**src/rtl/sss_pkg.sv**
```systemverilog
// ----------------------------------------------------------------------------
// Sorted set store package
// Shared constants, request/response types and cell control types.
// ----------------------------------------------------------------------------
package sss_pkg;

  localparam int unsigned CAPACITY = 64;
  localparam int unsigned VAL_W    = 16;
  localparam int unsigned CMD_W    = 2;
  localparam int unsigned ENTRY_W  = 7;
  localparam int unsigned CNT_W    = $clog2(CAPACITY + 1);

  typedef enum logic [CMD_W-1:0] {
    CMD_INSERT = 2'd0,
    CMD_DELETE = 2'd1,
    CMD_MEMBER = 2'd2
  } cmd_e;

  typedef struct packed {
    logic [CMD_W-1:0] command;
    logic [VAL_W-1:0] value;
  } req_t;

  typedef struct packed {
    logic               hit;
    logic               rejected;
    logic [ENTRY_W-1:0] entry_count;
  } rsp_t;

  typedef enum logic [1:0] {
    OP_HOLD   = 2'd0,
    OP_INSERT = 2'd1,
    OP_DELETE = 2'd2
  } cell_op_e;

  // Broadcast from the controller to every cell.
  typedef struct packed {
    logic             cmp_en;
    cell_op_e         op;
    logic [VAL_W-1:0] key;
  } cell_ctrl_t;

  // Per-cell compare result, registered inside the cell.
  typedef struct packed {
    logic ge; // slot is empty or holds a value >= key
    logic eq; // slot is valid and holds exactly the key
  } cell_flag_t;

endpackage

```
**src/rtl/sss_cell.sv**
```systemverilog
// ----------------------------------------------------------------------------
// Sorted set store cell
// Holds one slot, compares it against the broadcast key and shifts
// up or down with its neighbors on insert and delete.
// ----------------------------------------------------------------------------
module sss_cell (
  input  logic                     clk_i,
  input  logic                     rst_ni,
  input  sss_pkg::cell_ctrl_t      ctrl_i,
  input  logic                     prev_ge_i,
  input  logic [sss_pkg::VAL_W-1:0] prev_value_i,
  input  logic                     prev_valid_i,
  input  logic [sss_pkg::VAL_W-1:0] next_value_i,
  input  logic                     next_valid_i,
  output logic [sss_pkg::VAL_W-1:0] value_o,
  output logic                     valid_o,
  output sss_pkg::cell_flag_t      flag_o
);

  logic [sss_pkg::VAL_W-1:0] value_q, value_d;
  logic                      valid_q, valid_d;
  sss_pkg::cell_flag_t       flag_q, flag_d;

  always_comb begin
    flag_d    = flag_q;
    if (ctrl_i.cmp_en) begin
      flag_d.ge = !valid_q || (value_q >= ctrl_i.key);
      flag_d.eq = valid_q && (value_q == ctrl_i.key);
    end
  end

  // The ge flags form a run of zeros then ones along the chain, so the
  // first cell with ge set is the insertion or deletion point.
  always_comb begin
    value_d = value_q;
    valid_d = valid_q;
    case (ctrl_i.op)
      sss_pkg::OP_INSERT: begin
        if (prev_ge_i) begin
          value_d = prev_value_i;
          valid_d = prev_valid_i;
        end else if (flag_q.ge) begin
          value_d = ctrl_i.key;
          valid_d = 1'b1;
        end
      end
      sss_pkg::OP_DELETE: begin
        if (flag_q.ge) begin
          value_d = next_value_i;
          valid_d = next_valid_i;
        end
      end
      default: begin
        value_d = value_q;
        valid_d = valid_q;
      end
    endcase
  end

  always_ff @(posedge clk_i or negedge rst_ni) begin
    if (!rst_ni) begin
      valid_q <= 1'b0;
    end else begin
      valid_q <= valid_d;
    end
  end

  always_ff @(posedge clk_i) begin
    value_q <= value_d;
    flag_q  <= flag_d;
  end

  assign value_o = value_q;
  assign valid_o = valid_q;
  assign flag_o  = flag_q;

endmodule

```
**src/rtl/sorted_set_store.sv**
```systemverilog
// ----------------------------------------------------------------------------
// Sorted set store
// Ascending store of 16-bit values built as a chain of compare/shift cells.
// ----------------------------------------------------------------------------
// A taken request moves the store to its update state, and the result strobe
// is registered at its end. The cells compare the key at the edge that takes
// the request; busy is high for the one cycle they shift, and blocks requests.
// Results cannot be stalled; each appears on rsp_o for one cycle with done_o.
// Reset clears every slot valid flag and the entry count; no clearing pass.
module sorted_set_store (
  input  logic          clk_i,
  input  logic          rst_ni,
  input  logic          start,
  output logic          busy,
  input  sss_pkg::req_t req_i,
  output logic          done_o,
  output sss_pkg::rsp_t rsp_o
);

  typedef enum logic [1:0] {
    ST_IDLE = 2'b01,
    ST_UPD  = 2'b10
  } state_e;

  state_e                    state_q, state_d;
  logic [sss_pkg::CMD_W-1:0] cmd_q;
  logic [sss_pkg::VAL_W-1:0] key_q;
  logic [sss_pkg::CNT_W-1:0] count_q, count_d;
  logic                      done_q, done_d;
  sss_pkg::rsp_t             rsp_q, rsp_d;

  logic                      accept;
  logic                      full;
  logic                      hit;
  sss_pkg::cell_ctrl_t       ctrl;

  logic [sss_pkg::VAL_W-1:0] cell_value [sss_pkg::CAPACITY];
  logic [sss_pkg::CAPACITY-1:0] cell_valid;
  sss_pkg::cell_flag_t       cell_flag  [sss_pkg::CAPACITY];
  logic [sss_pkg::CAPACITY-1:0] eq_vec;

  assign accept = start && (state_q == ST_IDLE);
  assign busy   = (state_q != ST_IDLE);
  assign full   = (count_q == sss_pkg::CNT_W'(sss_pkg::CAPACITY));
  assign hit    = |eq_vec;

  always_comb begin
    ctrl.cmp_en = accept;
    ctrl.op     = sss_pkg::OP_HOLD;
    ctrl.key    = accept ? req_i.value : key_q;
    if (state_q == ST_UPD) begin
      if (cmd_q == sss_pkg::CMD_INSERT && !full) begin
        ctrl.op = sss_pkg::OP_INSERT;
      end else if (cmd_q == sss_pkg::CMD_DELETE && hit) begin
        ctrl.op = sss_pkg::OP_DELETE;
      end
    end
  end

  for (genvar i = 0; i < sss_pkg::CAPACITY; i++) begin : g_cell
    logic                      prev_ge;
    logic [sss_pkg::VAL_W-1:0] prev_value;
    logic                      prev_valid;
    logic [sss_pkg::VAL_W-1:0] next_value;
    logic                      next_valid;

    if (i == 0) begin : g_first
      assign prev_ge    = 1'b0;
      assign prev_value = '0;
      assign prev_valid = 1'b0;
    end else begin : g_mid_prev
      assign prev_ge    = cell_flag[i-1].ge;
      assign prev_value = cell_value[i-1];
      assign prev_valid = cell_valid[i-1];
    end

    if (i == sss_pkg::CAPACITY - 1) begin : g_last
      assign next_value = '0;
      assign next_valid = 1'b0;
    end else begin : g_mid_next
      assign next_value = cell_value[i+1];
      assign next_valid = cell_valid[i+1];
    end

    sss_cell u_cell (
      .clk_i        (clk_i),
      .rst_ni       (rst_ni),
      .ctrl_i       (ctrl),
      .prev_ge_i    (prev_ge),
      .prev_value_i (prev_value),
      .prev_valid_i (prev_valid),
      .next_value_i (next_value),
      .next_valid_i (next_valid),
      .value_o      (cell_value[i]),
      .valid_o      (cell_valid[i]),
      .flag_o       (cell_flag[i])
    );

    assign eq_vec[i] = cell_flag[i].eq;
  end

  always_comb begin
    state_d = state_q;
    count_d = count_q;
    done_d  = 1'b0;
    rsp_d   = rsp_q;
    case (state_q)
      ST_IDLE: begin
        if (start) begin
          state_d = ST_UPD;
        end
      end
      ST_UPD: begin
        if (ctrl.op == sss_pkg::OP_INSERT) begin
          count_d = count_q + 1'b1;
        end else if (ctrl.op == sss_pkg::OP_DELETE) begin
          count_d = count_q - 1'b1;
        end
        rsp_d.hit         = hit && (cmd_q == sss_pkg::CMD_DELETE ||
                                    cmd_q == sss_pkg::CMD_MEMBER);
        rsp_d.rejected    = (cmd_q == sss_pkg::CMD_INSERT) && full;
        rsp_d.entry_count = sss_pkg::ENTRY_W'(count_d);
        done_d            = 1'b1;
        state_d           = ST_IDLE;
      end
      default: begin
        state_d = ST_IDLE;
      end
    endcase
  end

  always_ff @(posedge clk_i or negedge rst_ni) begin
    if (!rst_ni) begin
      state_q <= ST_IDLE;
      count_q <= '0;
      done_q  <= 1'b0;
    end else begin
      state_q <= state_d;
      count_q <= count_d;
      done_q  <= done_d;
    end
  end

  always_ff @(posedge clk_i) begin
    rsp_q <= rsp_d;
    if (accept) begin
      cmd_q <= req_i.command;
      key_q <= req_i.value;
    end
  end

  assign done_o = done_q;
  assign rsp_o  = rsp_q;

endmodule

```
**config.mk**
```make
export PLATFORM = sky130hd
export DESIGN_NAME = sorted_set_store
export DESIGN_NICKNAME = d
export VERILOG_FILES = /design/src/rtl/sss_pkg.sv /design/src/rtl/sss_cell.sv /design/src/rtl/sorted_set_store.sv
export SDC_FILE = /design/constraint.sdc
export NUM_CORES = 2
export LEC_CHECK = 0
export ABC_AREA = 1
export BUFFER_PORTS_ARGS = -buffer_cell sky130_fd_sc_hd__buf_2
export CAP_MARGIN = 5
export CORE_MARGIN = 5
export CORE_UTILIZATION = 56
export DETAILED_ROUTE_END_ITERATION = 16
export PLACE_DENSITY = 0.72
export SLEW_MARGIN = 20
export SYNTH_ARGS = -nofsm -noshare
export SYNTH_HDL_FRONTEND = slang
export SYNTH_SLANG_ARGS = --single-unit
```
**constraint.sdc**
```tcl
create_clock -name clk_i -period 8.2 [get_ports clk_i]
set_clock_uncertainty 0.2 [all_clocks]
set_input_delay 1.64 -clock clk_i [delete_from_list [all_inputs] [get_ports clk_i]]
set_output_delay 1.64 -clock clk_i [all_outputs]
set_load 0.05 [all_outputs]
```
==> summary.md <==
| Metric | Value |
|---|---|
| DRC violations left | 0 |
| Area after DPL | around 85,000 µm² |
| Yosys cell types | 40 |
| Core area | 150,000 µm² |
| R2R depth | 12 |
| CP peak stage delay | 0.81 ns |
| Initial antenna violation count | 8 |
| Post-route cell area | 90,300 µm² |
| Crit path max-delay cell type | nand2_4 |
| FF-to-FF End | g_cell[7].u_cell.value_o[8] |
| Post-route ant nets | 0 |
| Static leakage power | 37.5 nW |
| Flop2flop setup slack | 2.54 ns |
| DIE WIDTH | 398 µm |
| Mux contribution to synthesized area | 0% |
| Endpoints failing setup | 0 |
| Post-DP HPWL | 193 mm |
| Post-Route Setup TNS | 0 ns |
| Yosys top cell area share | 41.5% |
| Avg WL per Cell | 24.4 µm |
| Fmax | around 180 MHz |
| Yosys warns | 0 |
| Outcome | finished, final reports clean |
| Share of cells above drive strength 1 | 3.97% |
| Final WL | 293 mm |
| Vias per std cell | around 6.4 |
| Clk_lat worst skew | 0.83 ns |
| Die height | just under 400 µm |
| Synth top area cells | edfxtp_1 41%, nand2_1 16%, ha_1 14% |
| Multi-input logic area | 42,800 µm² |
| Period utilization | between 60 and 70% |
| Hold_buf cts | 0 |
| CTS max path bufs | 3 |
| Cells after Synth | 10,100 |
| Via count of the routed design | 77,400 |
| Mapped Nets | 11,100 |
| # port buffers | 31 |
| CP Max Fanout | 53 |
| Synthesized cell area | 84,200 µm² |
| Pwr/cell area | 235 nW/µm² |
| R2r startpoint | count_q[0] |
| Count leader, synth | nand2_1 |
| Xor and xnor fraction of the mapped netlist area | 0.0728% |
| RSZ-0062 raised after global routing | no |
| Most used DFF post-synth | edfxtp_1 |
| Startpoint types | register |
| Storage cell area | approximately 37,000 µm² |
| Reg clk slew, reported paths | 0.06 ns |
| Root Driver | clkbuf_16 |
| Syn-to-layout area delta | 7.23% |
| Yosys reg bits | 1,253 |
| Max Slew Vio Count | 0 |
| H-tree depth | 4 |
| Max cap viols | 0 |
| Initial core utilization | a little under three fifths |
| CP arrival | 5.88 ns |
| Final hold vios | 0 |
| GRT Residual Overflow | 0 |
| Largest net degree at the start of global routing | approximately 270 |
| Final cell count without fillers | about 12,000 |
| Largest family of logic cells by synthesized area | simple AND/OR/NAND/NOR gates |
| Synth Area in Simple Gates | 23.5% |
| Dpl cells | 11,700 |
| Postcts setup bufs | 0 |
| Placer Congestion | 0.942 |
| Syn_area_per_cell | between 8 and 9 µm² |
| Synth cell count leaders | 3,580 x nand2_1, 1,163 x edfxtp_1, 964 x ha_1 |
| Post-Synth Adder-Cell Area | 14.3% |
| Worst VDD drop | 0.175 mV |
| Row count | ~140 |
| Pre-antenna DRT Iters | 7 |
| Cell taking the most area after synthesis | edfxtp_1 |
| CTS tree | done |
| Worst-Margin Slew | approximately 1.3 ns |
| Min Tclk post-route | 5.66 ns |
| Worst path required time | 8.42 ns |
| Post-synthesis compound-gate area fraction | 12.5% |
| Clk sinks | 1,253 |
| Post-cts sizing count | 0 |
| Vias in the first global route | 74,200 |
| CP endpoint kind | register |
| First-pass GRT wire length | approximately 440 mm |
| Initial detailed-routing violation count | approximately 10,000 |
| IO Count | 32 |
| GRT Resource Usage Total | 36.0% |
| Worst min-delay path category | reg2reg |
| Slew headroom | between 10% and 20% |
| Fill count | 13,100 |
| Die area | approximately 160,000 µm² |
| Layout net count | 10,900 |
| Critical path type | reg2reg |
| Ys async rst share | roughly 5.9% |
| CP endpoint | g_cell[7].u_cell.value_o[8] |
| TritonCTS buffer count | 147 |
| Crit path from | count_q[0] |
| Sequential element share of the synthesized area | 44.0% |
| CP cell instances | inv_1, ha_1, nand3_2, nor2_1, nor2_1, nor2_4, buf_4, nand2_4, nand2_4, buf_4, nand3_1, inv_1 |
| Post-synth EDFFs | 1,163 |
cells by family (layout without fill, tap and decap cells):
family,Yosys count,after routing
other cells,0,8
buf+inv,1080,936
compound gates,1877,1877
fa+ha+maj,964,964
flops,1253,1253
simple gates,4964,4964
xor+xnor,7,7
placed cells by master (no fill, tap or decap), types with 69 or more instances in the layout:
| master | synthesis | layout |
|---|---|---|
| a211oi_1 | 100 | 100 |
| nor2_1 | 613 | 613 |
| a31oi_1 | 244 | 244 |
| buf_4 | 101 | 78 |
| o22ai_1 | 99 | 99 |
| dfrtp_1 | 73 | 73 |
| o21ai_0 | 866 | 859 |
| ha_1 | 964 | 964 |
| edfxtp_1 | 1163 | 1163 |
| o211ai_1 | 69 | 69 |
| nand3_1 | 482 | 482 |
| nand2_1 | 3580 | 3562 |
| a21oi_1 | 395 | 395 |
| nor3_1 | 141 | 141 |
| nand4_1 | 110 | 110 |
| inv_1 | 536 | 535 |
| clkbuf_16 | 0 | 151 |
cell type report:
class                      instances  share of cell area, %
inverter                         541                   2.29
sequential                      1253                   41.1
timing repair buffer             120                   1.09
clock inverter                    82                  0.921
multi-input combinational       7812                   47.3
antenna                            8                 0.0222
clock buffer                     193                   4.46
tap                             2016                   2.79
metrics by stage:
step | setup WS (ns) | util [%] | power [mW] | hold slack (ns)
after floorplan | 0.0787 | - | 12.1 | 0.264
after global placement | 2.04 | 57.0 | 13.9 | 0.289
after detailed placement | 1.89 | 57.1 | 14.3 | 0.297
after CTS | 2.69 | 60.3 | 21.0 | 0.308
after global routing | 2.39 | 60.4 | 22.1 | 0.329
final | 2.54 | 60.4 | 21.2 | 0.308
registers in the layout, indices dropped and copies added, names as in the netlist:
register               count
done_o                     1
state_q                    2
rsp_o                      9
count_q                    7
g_cell.u_cell.value_o   1024
cmd_q                      2
g_cell.u_cell.flag_o     128
key_q                     16
g_cell.u_cell.valid_o     64
power by group:
group | internal, mW | total [mW] | switching (mW)
registers | 7.62 | 8.05 | 0.432
clock network | 3.91 | 6.80 | 2.88
logic | 1.90 | 6.35 | 4.45
total | 13.4 | 21.2 | 7.76
worst max-delay path, delay by kind of cell (launching register included):
family / cells / cell delay (ns)
buffers and inverters: 4 / 2.16
and+or+nand+nor: 7 / 2.09
DFF: 1 / 0.45
adders and majority gates: 1 / 0.25
per-layer routing:
| metal | GRT usage, % | vias up | routed length, µm |
|---|---|---|---|
| met3 | 7.81 | 1178 | 35200 |
| met5 | 0 | - | 0 |
| met1 | 47.4 | 36300 | 111000 |
| met4 | 20.8 | 0 | 19800 |
| li1 | - | 34700 | - |
| met2 | 55.0 | 5181 | 127000 |
worst min path at each step:
| stage | start | to | slack (ns) | depth (start not counted) |
|---|---|---|---|---|
| after floorplan | g_cell[63].u_cell.valid_o | g_cell[63].u_cell.valid_o | 0.26 | 2 |
| after global placement | g_cell[63].u_cell.valid_o | g_cell[63].u_cell.valid_o | 0.29 | 2 |
| after detailed placement | g_cell[63].u_cell.valid_o | g_cell[63].u_cell.valid_o | 0.30 | 2 |
| after CTS | g_cell[63].u_cell.valid_o | g_cell[63].u_cell.valid_o | 0.31 | 2 |
| after global routing | g_cell[63].u_cell.valid_o | g_cell[63].u_cell.valid_o | 0.33 | 2 |
| final | g_cell[63].u_cell.valid_o | g_cell[63].u_cell.valid_o | 0.31 | 2 |
No activity file was read; power rests on OpenSTA's default activity.
